===== config.mk =====
export PLATFORM = sky130hd
export DESIGN_NAME = lc3_ctrl
export DESIGN_NICKNAME = d
export VERILOG_FILES = /design/src/sv/lc3_pkg.sv /design/src/sv/lc3_ctrl.sv
export SDC_FILE = /design/constraint.sdc
export NUM_CORES = 1
export LEC_CHECK = 0
export BUFFER_PORTS_ARGS = -buffer_cell sky130_fd_sc_hd__buf_2
export CAP_MARGIN = 5
export CORE_AREA = 2 2 39 41
export CTS_CLUSTER_SIZE = 14
export DETAILED_ROUTE_END_ITERATION = 12
export DIE_AREA = 0 0 41 43
export PLACE_DENSITY = 0.57
export SKIP_CTS_REPAIR_TIMING = 1
export SLEW_MARGIN = 20
export SYNTH_ARGS = -nofsm -noshare
export SYNTH_HDL_FRONTEND = slang
export SYNTH_SLANG_ARGS = --single-unit
export TNS_END_PERCENT = 100

===== constraint.sdc =====
create_clock -name clock -period 1.2 [get_ports clock]
set_input_delay 0.06 -clock clock [delete_from_list [all_inputs] [get_ports clock]]
set_output_delay 0.06 -clock clock [all_outputs]
set_load 0.02 [all_outputs]

===== src/sv/lc3_pkg.sv =====
// Package with shared types, constants and codes of the LC-3 executor.
`timescale 1ns / 1ps
package lc3_pkg;
   localparam int AddrBitsDefault = 16;
   localparam logic [15:0] RegReset = 16'h7777;
   localparam logic [15:0] PcReset  = 16'h3000;
   localparam logic [2:0]  CcN = 3'b100;
   localparam logic [2:0]  CcZ = 3'b010;
   localparam logic [2:0]  CcP = 3'b001;
   localparam logic [7:0]  HaltVector = 8'h25;

   localparam logic [1:0] OP_LOAD  = 2'd0;
   localparam logic [1:0] OP_START = 2'd1;
   localparam logic [1:0] OP_EXEC  = 2'd2;

   localparam logic [3:0] OPC_BR   = 4'b0000;
   localparam logic [3:0] OPC_ADD  = 4'b0001;
   localparam logic [3:0] OPC_LD   = 4'b0010;
   localparam logic [3:0] OPC_ST   = 4'b0011;
   localparam logic [3:0] OPC_JSR  = 4'b0100;
   localparam logic [3:0] OPC_AND  = 4'b0101;
   localparam logic [3:0] OPC_LDR  = 4'b0110;
   localparam logic [3:0] OPC_STR  = 4'b0111;
   localparam logic [3:0] OPC_NOT  = 4'b1001;
   localparam logic [3:0] OPC_LDI  = 4'b1010;
   localparam logic [3:0] OPC_STI  = 4'b1011;
   localparam logic [3:0] OPC_JMP  = 4'b1100;
   localparam logic [3:0] OPC_LEA  = 4'b1110;
   localparam logic [3:0] OPC_TRAP = 4'b1111;

   typedef struct packed {
      logic [1:0]  operation;
      logic [15:0] address;
      logic [15:0] data;
   } req_type;

   typedef struct packed {
      logic [15:0] reg0;
      logic [15:0] reg1;
      logic [15:0] reg2;
      logic [15:0] reg3;
      logic [15:0] reg4;
      logic [15:0] reg5;
      logic [15:0] reg6;
      logic [15:0] reg7;
      logic [15:0] program_counter;
      logic [2:0]  cond_codes;
      logic        halted;
   } rsp_type;

   typedef enum logic [2:0] {
      ST_IDLE, ST_FETCH, ST_DECODE, ST_INDIR, ST_DATA, ST_DONE
   } state_type;

   // Memory address select.
   typedef enum logic [1:0] {
      MA_LOAD, MA_PC, MA_EFF, MA_MDR
   } maddr_type;

   typedef struct packed {
      logic      load_req;   // capture request payload
      logic      mem_en;     // read the memory
      logic      mem_we;     // write the memory
      maddr_type mem_sel;
      logic      take_ir;    // latch fetched word, PC + 1
      logic      exec;       // register/PC update of decoded instruction
      logic      wb_mem;     // load result into DR, set CC
      logic      start;      // PC = origin, CC = Z, run
      logic      done;       // present result
   } ctrl_type;

   typedef struct packed {
      logic [1:0] operation;
      logic       running;
      logic [3:0] opcode;
   } stat_type;
endpackage


===== src/sv/lc3_ctrl.sv =====
// Sequencer for the LC-3 executor.
`timescale 1ns / 1ps
module lc3_ctrl (
   input  logic               clock,
   input  logic               reset,
   input  logic               start,
   output logic               busy,
   input  lc3_pkg::stat_type  stat,
   output lc3_pkg::ctrl_type  ctrl
);
   lc3_pkg::state_type state_ff, state_in;

   always_ff @(posedge clock) begin
      if (reset) state_ff <= lc3_pkg::ST_IDLE;
      else state_ff <= state_in;
   end

   always_comb begin
      state_in = state_ff;
      unique case (state_ff)
         lc3_pkg::ST_IDLE: if (start) state_in = lc3_pkg::ST_FETCH;
         lc3_pkg::ST_FETCH: begin
            if (stat.operation == lc3_pkg::OP_EXEC && stat.running)
               state_in = lc3_pkg::ST_DECODE;
            else state_in = lc3_pkg::ST_DONE;
         end
         lc3_pkg::ST_DECODE: begin
            unique case (stat.opcode)
               lc3_pkg::OPC_LDI, lc3_pkg::OPC_STI: state_in = lc3_pkg::ST_INDIR;
               lc3_pkg::OPC_LD, lc3_pkg::OPC_LDR, lc3_pkg::OPC_ST,
               lc3_pkg::OPC_STR: state_in = lc3_pkg::ST_DATA;
               default: state_in = lc3_pkg::ST_DONE;
            endcase
         end
         lc3_pkg::ST_INDIR: state_in = lc3_pkg::ST_DATA;
         lc3_pkg::ST_DATA: state_in = lc3_pkg::ST_DONE;
         lc3_pkg::ST_DONE: state_in = lc3_pkg::ST_IDLE;
         default: state_in = lc3_pkg::ST_IDLE;
      endcase
   end

   // ST_FETCH: op is known from the captured request; memory access issued here for a load or a running execute.
   always_comb begin
      ctrl = '0;
      ctrl.mem_sel = lc3_pkg::MA_PC;
      busy = (state_ff != lc3_pkg::ST_IDLE);
      unique case (state_ff)
         lc3_pkg::ST_IDLE: ctrl.load_req = start;
         lc3_pkg::ST_FETCH: begin
            unique case (stat.operation)
               lc3_pkg::OP_LOAD: begin
                  ctrl.mem_en = 1'b1;
                  ctrl.mem_we = 1'b1;
                  ctrl.mem_sel = lc3_pkg::MA_LOAD;
               end
               lc3_pkg::OP_START: ctrl.start = 1'b1;
               lc3_pkg::OP_EXEC: ctrl.mem_en = stat.running;
               default: ;
            endcase
         end
         lc3_pkg::ST_DECODE: begin
            ctrl.take_ir = 1'b1;
            unique case (stat.opcode)
               lc3_pkg::OPC_LD, lc3_pkg::OPC_LDI, lc3_pkg::OPC_STI: begin
                  ctrl.mem_en = 1'b1;
                  ctrl.mem_sel = lc3_pkg::MA_EFF;
               end
               lc3_pkg::OPC_LDR: begin
                  ctrl.mem_en = 1'b1;
                  ctrl.mem_sel = lc3_pkg::MA_EFF;
               end
               lc3_pkg::OPC_ST, lc3_pkg::OPC_STR: begin
                  ctrl.mem_en = 1'b1;
                  ctrl.mem_we = 1'b1;
                  ctrl.mem_sel = lc3_pkg::MA_EFF;
               end
               default: ctrl.exec = 1'b1;
            endcase
         end
         lc3_pkg::ST_INDIR: begin
            ctrl.mem_en = 1'b1;
            ctrl.mem_we = (stat.opcode == lc3_pkg::OPC_STI);
            ctrl.mem_sel = lc3_pkg::MA_MDR;
         end
         lc3_pkg::ST_DATA: ctrl.wb_mem = (stat.opcode == lc3_pkg::OPC_LD) ||
                                         (stat.opcode == lc3_pkg::OPC_LDI) ||
                                         (stat.opcode == lc3_pkg::OPC_LDR);
         lc3_pkg::ST_DONE: ctrl.done = 1'b1;
         default: ;
      endcase
   end
endmodule


# Word level (Yosys, flattened, before mapping)
# Index checks and enable logic that the tools add are counted.
dict set report totals {
  latchBits 0
  elab_cells 42
  mem_bits_ro 0
  n_memories 0
  output_inout_bits 11
  ff_bits 3
  mem_bits_rw 0
}
dict set report op_classes {
  n_mux 17
  shift 0
  reduce_logical 10
  n_mul 0
  eq_ne 14
  div_mod_pow 0
  bitwise_logic 0
  magnitude_cmp 0
  addsub 0
}
# cell count
set op_table {}
lappend op_table {{$pmux W3 S5} 1}
lappend op_table {{$pmux W4 S3} 1}
lappend op_table {{$mux W3} 3}
lappend op_table {{$eq A4 B2 Y1 const B} 2}
lappend op_table {{$eq A4 B3 Y1 const B} 2}
lappend op_table {{$eq A4 B4 Y1 const B} 2}
lappend op_table {{$mux W1} 8}
lappend op_table {{$eq A3 B2 Y1 const B} 2}
lappend op_table {{$eq A3 B3 Y1 const B} 2}
lappend op_table {{$pmux W3 S2} 1}
lappend op_table {{$reduce_or A6 Y1} 1}
lappend op_table {{$mux W2} 2}
lappend op_table {{$reduce_or A2 Y1} 2}
lappend op_table {{$reduce_or A4 Y1} 1}
lappend op_table {{$eq A3 B1 Y1 const B} 1}
lappend op_table {{$logic_not A3 Y1} 1}
lappend op_table {{$reduce_bool A3 Y1} 1}
lappend op_table {{$eq A2 B1 Y1 const B} 1}
lappend op_table {{$eq A2 B2 Y1 const B} 1}
lappend op_table {{$logic_not A2 Y1} 1}
lappend op_table {{$logic_or A1 B1 Y1} 2}
lappend op_table {{$ne A2 B2 Y1 const B} 1}
lappend op_table {{$pmux W1 S2} 1}
lappend op_table {{$logic_and A1 B1 Y1} 1}

# Logic depth before layout (Yosys ltp)
# Gate-level depths: netlist of the first run.
dict set report logic_depth {
  ltp_word 4
  mapped_depth 5
  ltp_nobuf 4
}

# Least setup slack after synthesis of the first run
# OpenSTA, ideal clock, no wires.
dict set report synth_path {
  path_type {reg2out}
  from {reg state_ff[1]}
  to {out ctrl[7] (netlist name)}
  setup_slack_ns -0.140
  stages_incl_launch_ff 3
  t_arrival_ns 1.280
  cell_sequence {dfxtp_1 -> buf_6 -> o41ai_1}
}
# item line
set synth_lines {}
lappend synth_lines {{from (decl)} lc3_ctrl.sv:11} ;# lc3_pkg::state_type state_ff, state_in;
lappend synth_lines {{from (signal assigned)} lc3_ctrl.sv:14} ;# if (reset) state_ff <= lc3_pkg::ST_IDLE;
lappend synth_lines {{from (signal assigned)} lc3_ctrl.sv:15} ;# else state_ff <= state_in;
lappend synth_lines {{to (decl)} lc3_ctrl.sv:9} ;# output lc3_pkg::ctrl_type ctrl

==> results.json, run 1 <==
{
  "cts_tree": "yes",
  "p_clk_share_pct": 33.0,
  "numPortBuffers": 20,
  "r2r_start": "state_ff[0]",
  "finClkSkew_ns": 0.002548,
  "die-area_mm2": 0.001763,
  "stdcell_count": 94,
  "crit_type": "reg -> out",
  "vias": 453,
  "drt_iter0_markers": 6,
  "cap_violations": 0,
  "place_worst_setup_slack_ns": 0.06698,
  "cp-end-kind": "primary output",
  "postLayoutCoreUtil_pct": 44.48,
  "p_total_w": 0.0005301,
  "clockRootBuffer": "clkbuf_4",
  "period_minus_slack_ns": 1.328,
  "fp.dieW_um": 41,
  "mostFrequentLayoutCells": "13 x buf_2, 9 x buf_4, 6 x nor2_1, 5 x a21oi_1, 4 x o21ai_0",
  "leakagePower_nw": 0.2810,
  "power_frac_comb_pct": 42.8,
  "dr.pass1.iters": 4,
  "antenna_left": 0,
  "crit_fanout": 7,
  "fmax_ghz": 0.7530,
  "core_area_mm2": 0.001384,
  "fp.dieH_um": 43,
  "drive_gt1_share_pct": 57.69,
  "viasPerCell": 4.819,
  "r2r_cells": 4,
  "largest_reg_flops": 3,
  "swShare_pct": 34.76,
  "grt_antenna_before_repair": 0,
  "initial_utilization_pct": 27.31,
  "grt_overflow": 0,
  "cts_max_level": 1,
  "p_int_w": 0.0003458,
  "netlist_instances": 52,
  "synth_seq_cells": 3,
  "reg.largest.list": "state_ff x3",
  "grt_usage_pct": 12.12,
  "rsz0062_at_grt": "yes",
  "p_seq_share_pct": 24.2,
  "final_common_cell": "buf_2",
  "yosysUniqueCellTypes": 24,
  "dpl.hpwl_um": 784.1,
  "finalCritPeriodShare_pct": 110.7,
  "grt_pass1_wl_um": 1483,
  "worstSetupStartpointType": "flop",
  "grt_max_degree": 9,
  "required_ns": 1.14,
  "hold_path_class": "in -> reg",
  "synth_top_area_share_pct": 15.89,
  "arrival_ns": 1.27,
  "outcome": "finished, violations left",
  "top_register": "state_ff",
  "num_antenna_cells": 0,
  "pin_count": 21,
  "syn_area_per_cell_um2": 7.267,
  "p_sw_w": 0.0001843,
  "r2r-end": "state_ff[0]",
  "yosys.area.top_type": "dfxtp_1",
  "setup_viol": 6,
  "worst_slew_pin_slew_ns": 0.2606,
  "dp_cells": 90,
  "drcViolationCount": 0,
  "grt_pass1_vias": 391,
  "cts.sink_count": 3,
  "syn_area_um2": 377.9,
  "max-slew-margin-rel_pct": 82.43,
  "ir_drop_mv": 0.5110,
  "cp-startpoint": "state_ff[1]",
  "synth_area_leaders": "dfxtp_1 16%, buf_6 8.9%, a21oi_1 6.6%, nand2b_1 6.6%, nand3b_1 6.0%",
  "area_delta_synth_final_pct": 62.91,
  "ys_warn_count": 0,
  "wl_per_cell_um": 10.45,
  "rows": 14,
  "nets": 89,
  "gp_congestion": 0.7161,
  "violations": "negative setup slack",
  "crit_end": "ctrl[9]",
  "numCtsBuffers": 3,
  "ys_seq_area_share_pct": 15.89,
  "power.density_mw_per_mm2": 861.2,
  "reg2reg_setup_slack_ns": 0.15,
  "timing.final.ws_setup_ns": -0.1281,
  "slew_violations": 0,
  "clkTransAtPathRegs_ns": 0.04,
  "wl_um": 982,
  "clk_latency_ns": 0.23,
  "clk_path_buf_depth": 2,
  "hold_violations": 0,
  "syn-num-nets": 62
}
==> worst min-delay path by stage <==
| stage | start | to | slack [ns] | cells after the start |
|---|---|---|---|---|
| floorplan | stat[0] | ctrl[2] | 0.17 | 1 |
| global placement | reset | state_ff[1] | 0.37 | 3 |
| detailed placement | reset | state_ff[1] | 0.38 | 3 |
| CTS | reset | state_ff[1] | 0.14 | 3 |
| global route | reset | state_ff[2] | 0.18 | 3 |
| finish | reset | state_ff[1] | 0.13 | 3 |
==> cell usage after synthesis <==
master     n
nor2_1     6
a21oi_1    5
nand2_1    4
nand2b_1   4
o21ai_0    4
buf_6      3
dfxtp_1    3
inv_1      3
nand3b_1   3
nor2_2     2
nor3_1     2
a21boi_2   1
a2bb2oi_1  1
and3b_2    1
nand2b_2   1
nand4_1    1
nor2b_1    1
nor3b_1    1
nor3b_2    1
nor4b_2    1
o21ai_1    1
o32ai_1    1
o41ai_1    1
or3_4      1
==> power groups by stage <==
| stage | clock (W) | combinational [W] | sequential (W) |
|---|---|---|---|
| floorplan | 0 | 0.000139 | 0.000121 |
| global placement | 0 | 0.000193 | 0.000126 |
| detailed placement | 0 | 0.000196 | 0.000125 |
| CTS | 0.000181 | 0.000196 | 0.000124 |
| global route | 0.000190 | 0.000246 | 0.000129 |
| finish | 0.000175 | 0.000227 | 0.000128 |
==> through the flow <==
step / hold slack [ns] / area, um^2 / TNS (ns)
global route: 0.1789 / 615.6 / -0.8441
CTS: 0.1394 / 540.5 / -1.164
global placement: 0.3747 / 514.2 / 0
finish: 0.1282 / 615.6 / -0.4734
floorplan: 0.1711 / 390.4 / 0
detailed placement: 0.3829 / 514.2 / 0
==> cell type report <==
class                   count  area, um^2
well taps                  16       20.02
inverters                   3       11.26
repair buffers             25       166.4
multi-input cells          43       322.8
flip-flops and latches      3       68.82
fillers                   157       768.2
clock buffers               4       26.28
==> kinds of logic after synthesis <==
| logic type | Yosys count | synth area share (%) |
|---|---|---|
| AND/OR/NAND/NOR | 29 | 49.00 |
| buffers and inverters | 6 | 11.92 |
| AO/OA/AOI/OAI | 14 | 23.18 |
| flip-flops | 3 | 15.89 |
==> worst max-delay path, stage by stage (launching register included) <==
cell and delay [ns]:
dfxtp_4 0.36, buf_6 0.13, or3_4 0.34, nor2_4 0.09, buf_6 0.12
==> layer usage <==
layer	vias to the layer above	track usage (%)	share of wire, %
li1	236	-	-
met1	203	13.10	42
met2	12	21.25	51
met3	2	1.571	5.0
met4	0	6.000	1.6
met5	-	0	0
(Power assumes the default switching activity.)
==> run 2: changes to the inputs <==
- ABC_AREA: default -> 1
- PLACE_DENSITY: 0.57 -> 0.54
==> results.json, run 2 <==
{
  "core_area_mm2": 0.001384,
  "synth_area_leaders": "dfxtp_1 18%, nand2_1 16%, nand3_1 13%, inv_1 11%, nor2_1 7.8%",
  "clockRootBuffer": "clkbuf_4",
  "dp_cells": 100,
  "arrival_ns": 1.25,
  "fp.dieW_um": 41,
  "gp_congestion": 0.7342,
  "slowest_delay_ns": 0.37,
  "required_ns": 1.14,
  "synth_ff_type": "dfxtp_1",
  "synth_top_area_share_pct": 17.78,
  "worst_slew_pin_slew_ns": 0.4649,
  "numPortBuffers": 20,
  "worstSetupStartpointType": "flop",
  "rows": 14,
  "finalCritPeriodShare_pct": 108.9,
  "dpl.hpwl_um": 749.9,
  "cp-end-kind": "primary output",
  "drive_gt1_share_pct": 47.83,
  "wl_per_cell_um": 8.500,
  "clk_latency_ns": 0.23,
  "reg.largest.list": "state_ff x3",
  "async_flop_share_pct": 0,
  "syn_area_um2": 337.8,
  "stdcell_area_um2": 601.8,
  "synth_top_cells_by_count": "14 x nand2_1, 10 x inv_1, 9 x nand3_1",
  "synth_seq_cells": 3,
  "cts_max_level": 1,
  "grt_overflow": 0,
  "syn_area_per_cell_um2": 5.449,
  "outcome": "finished, violations left",
  "final_common_cell": "buf_2",
  "num_antenna_cells": 0,
  "grt_usage_pct": 11.76,
  "setup_viol": 4,
  "numCtsBuffers": 3,
  "cap_violations": 0,
  "syn-num-nets": 72,
  "hold_path_class": "in -> reg",
  "netlist_instances": 62,
  "cts.sink_count": 3,
  "crit_fanout": 5,
  "drt_iter0_markers": 3,
  "stdcell_count": 108,
  "violations": "negative setup slack",
  "clk_path_buf_depth": 2,
  "hold_violations": 0,
  "viasPerCell": 4.463,
  "num-fill-cells": 154,
  "leakagePower_nw": 0.3190,
  "slew_violations": 0,
  "nets": 103,
  "synth_edf_count": 0,
  "clkTransAtPathRegs_ns": 0.04,
  "critPathSlowestCell": "dfxtp_4",
  "yosys.cell_count.top_type": "nand2_1",
  "drcViolationCount": 0,
  "ys_warn_count": 0,
  "yosys.area.top_type": "dfxtp_1",
  "max-slew-margin-rel_pct": 68.68,
  "finClkSkew_ns": 0.001460,
  "dpl_cell_area_um2": 479.2,
  "vias": 482,
  "largest_reg_flops": 3,
  "period_minus_slack_ns": 1.307,
  "top_register": "state_ff",
  "crit_chain": "inv_6, nor3_4, o21ai_1, o211ai_1, buf_4",
  "die-area_mm2": 0.001763,
  "wl_um": 918,
  "pin_count": 21,
  "dr.pass1.iters": 3,
  "grt_pass1_vias": 404,
  "area_delta_synth_final_pct": 78.15,
  "grt_pass1_wl_um": 1428,
  "yosysUniqueCellTypes": 17,
  "timing.final.ws_setup_ns": -0.1072,
  "ir_drop_mv": 0.6032,
  "fp.dieH_um": 43,
  "cts_tree": "yes",
  "crit_type": "reg -> out",
  "fmax_ghz": 0.7650,
  "mostFrequentLayoutCells": "13 x buf_2, 12 x nand2_1, 9 x nand3_1, 8 x inv_1, 8 x buf_4",
  "rsz0062_at_grt": "yes",
  "power.density_mw_per_mm2": 1055,
  "grt_antenna_before_repair": 0,
  "grt_max_degree": 6,
  "antenna_left": 0,
  "ys_seq_area_share_pct": 17.78,
  "initial_utilization_pct": 24.41
}
## run 2: cell types whose count changed after synthesis, sizes merged, moves of 5 or more
cell    change
nand2b      -5
nand2      +13
nand3       +9
a21oi       -5
inv         +9
## run 2: layer usage
metal  routed length, um  up-vias  global-route usage, %  part of all wire (%)
met4                   0        0                  6.000                     0
met2                 491       11                  18.44                    53
li1                    -      259                      -                     -
met3                  38        0                  3.141                   4.1
met5                   0        -                      0                     0
met1                 388      212                  13.87                    42
## run 2: path summary, 6_finish.rpt
path               start           to  slack [ns]  cells after the start
max reg2reg  state_ff[0]  state_ff[0]        0.13                      7
min                start  state_ff[0]        0.20                      5
min reg2reg  state_ff[1]  state_ff[1]        0.69                      4
max          state_ff[0]      ctrl[5]       -0.11                      5
## run 2: cell families (layout without fill, tap and decap cells)
family	after synthesis	in the layout	synth area share [%]
and+or+nand+nor	43	43	62.60
buffers and inverters	13	43	14.45
AOI/OAI and AO/OA	3	3	5.183
DFF	3	3	17.78
## run 2: area by class of cell
class	instances	area [um^2]	share of cell area, %
clock buffer	4	26.28	4.366
timing repair buffer	26	180.2	29.94
multi-input combinational	46	250.2	41.58
sequential	3	68.82	11.43
inverter	13	56.30	9.356
tap	16	20.02	3.326
## run 2: worst max-delay path: cells and delay by family, from the launching register on
| family | cells | cell delay, ns |
|---|---|---|
| flip-flops | 1 | 0.37 |
| AND/OR/NAND/NOR | 1 | 0.22 |
| buffers and inverters | 2 | 0.22 |
| AO/OA/AOI/OAI | 2 | 0.20 |
## run 2: through the flow
step / hold WS [ns] / util [%] / worst slack, ns / power [W] / TNS [ns]
global route: 0.2231 / 43.49 / -0.1819 / 0.0006868 / -0.8180
floorplan: 0.1324 / - / -0.008319 / 0.0003011 / -0.008319
finish: 0.2022 / 43.49 / -0.1072 / 0.0006348 / -0.2743
detailed placement: 0.2417 / 34.63 / 0.05044 / 0.0003921 / 0
CTS: -0.005730 / 36.53 / -0.2066 / 0.0005761 / -1.245
global placement: 0.2378 / 34.63 / 0.08759 / 0.0003933 / 0
## run 2: power by group
group / total, W / switching, W / internal, W
logic: 0.000320 / 0.000178 / 0.000142
registers: 0.000140 / 0.0000224 / 0.000118
clock network: 0.000175 / 0.0000504 / 0.000125
total: 0.000635 / 0.000251 / 0.000384
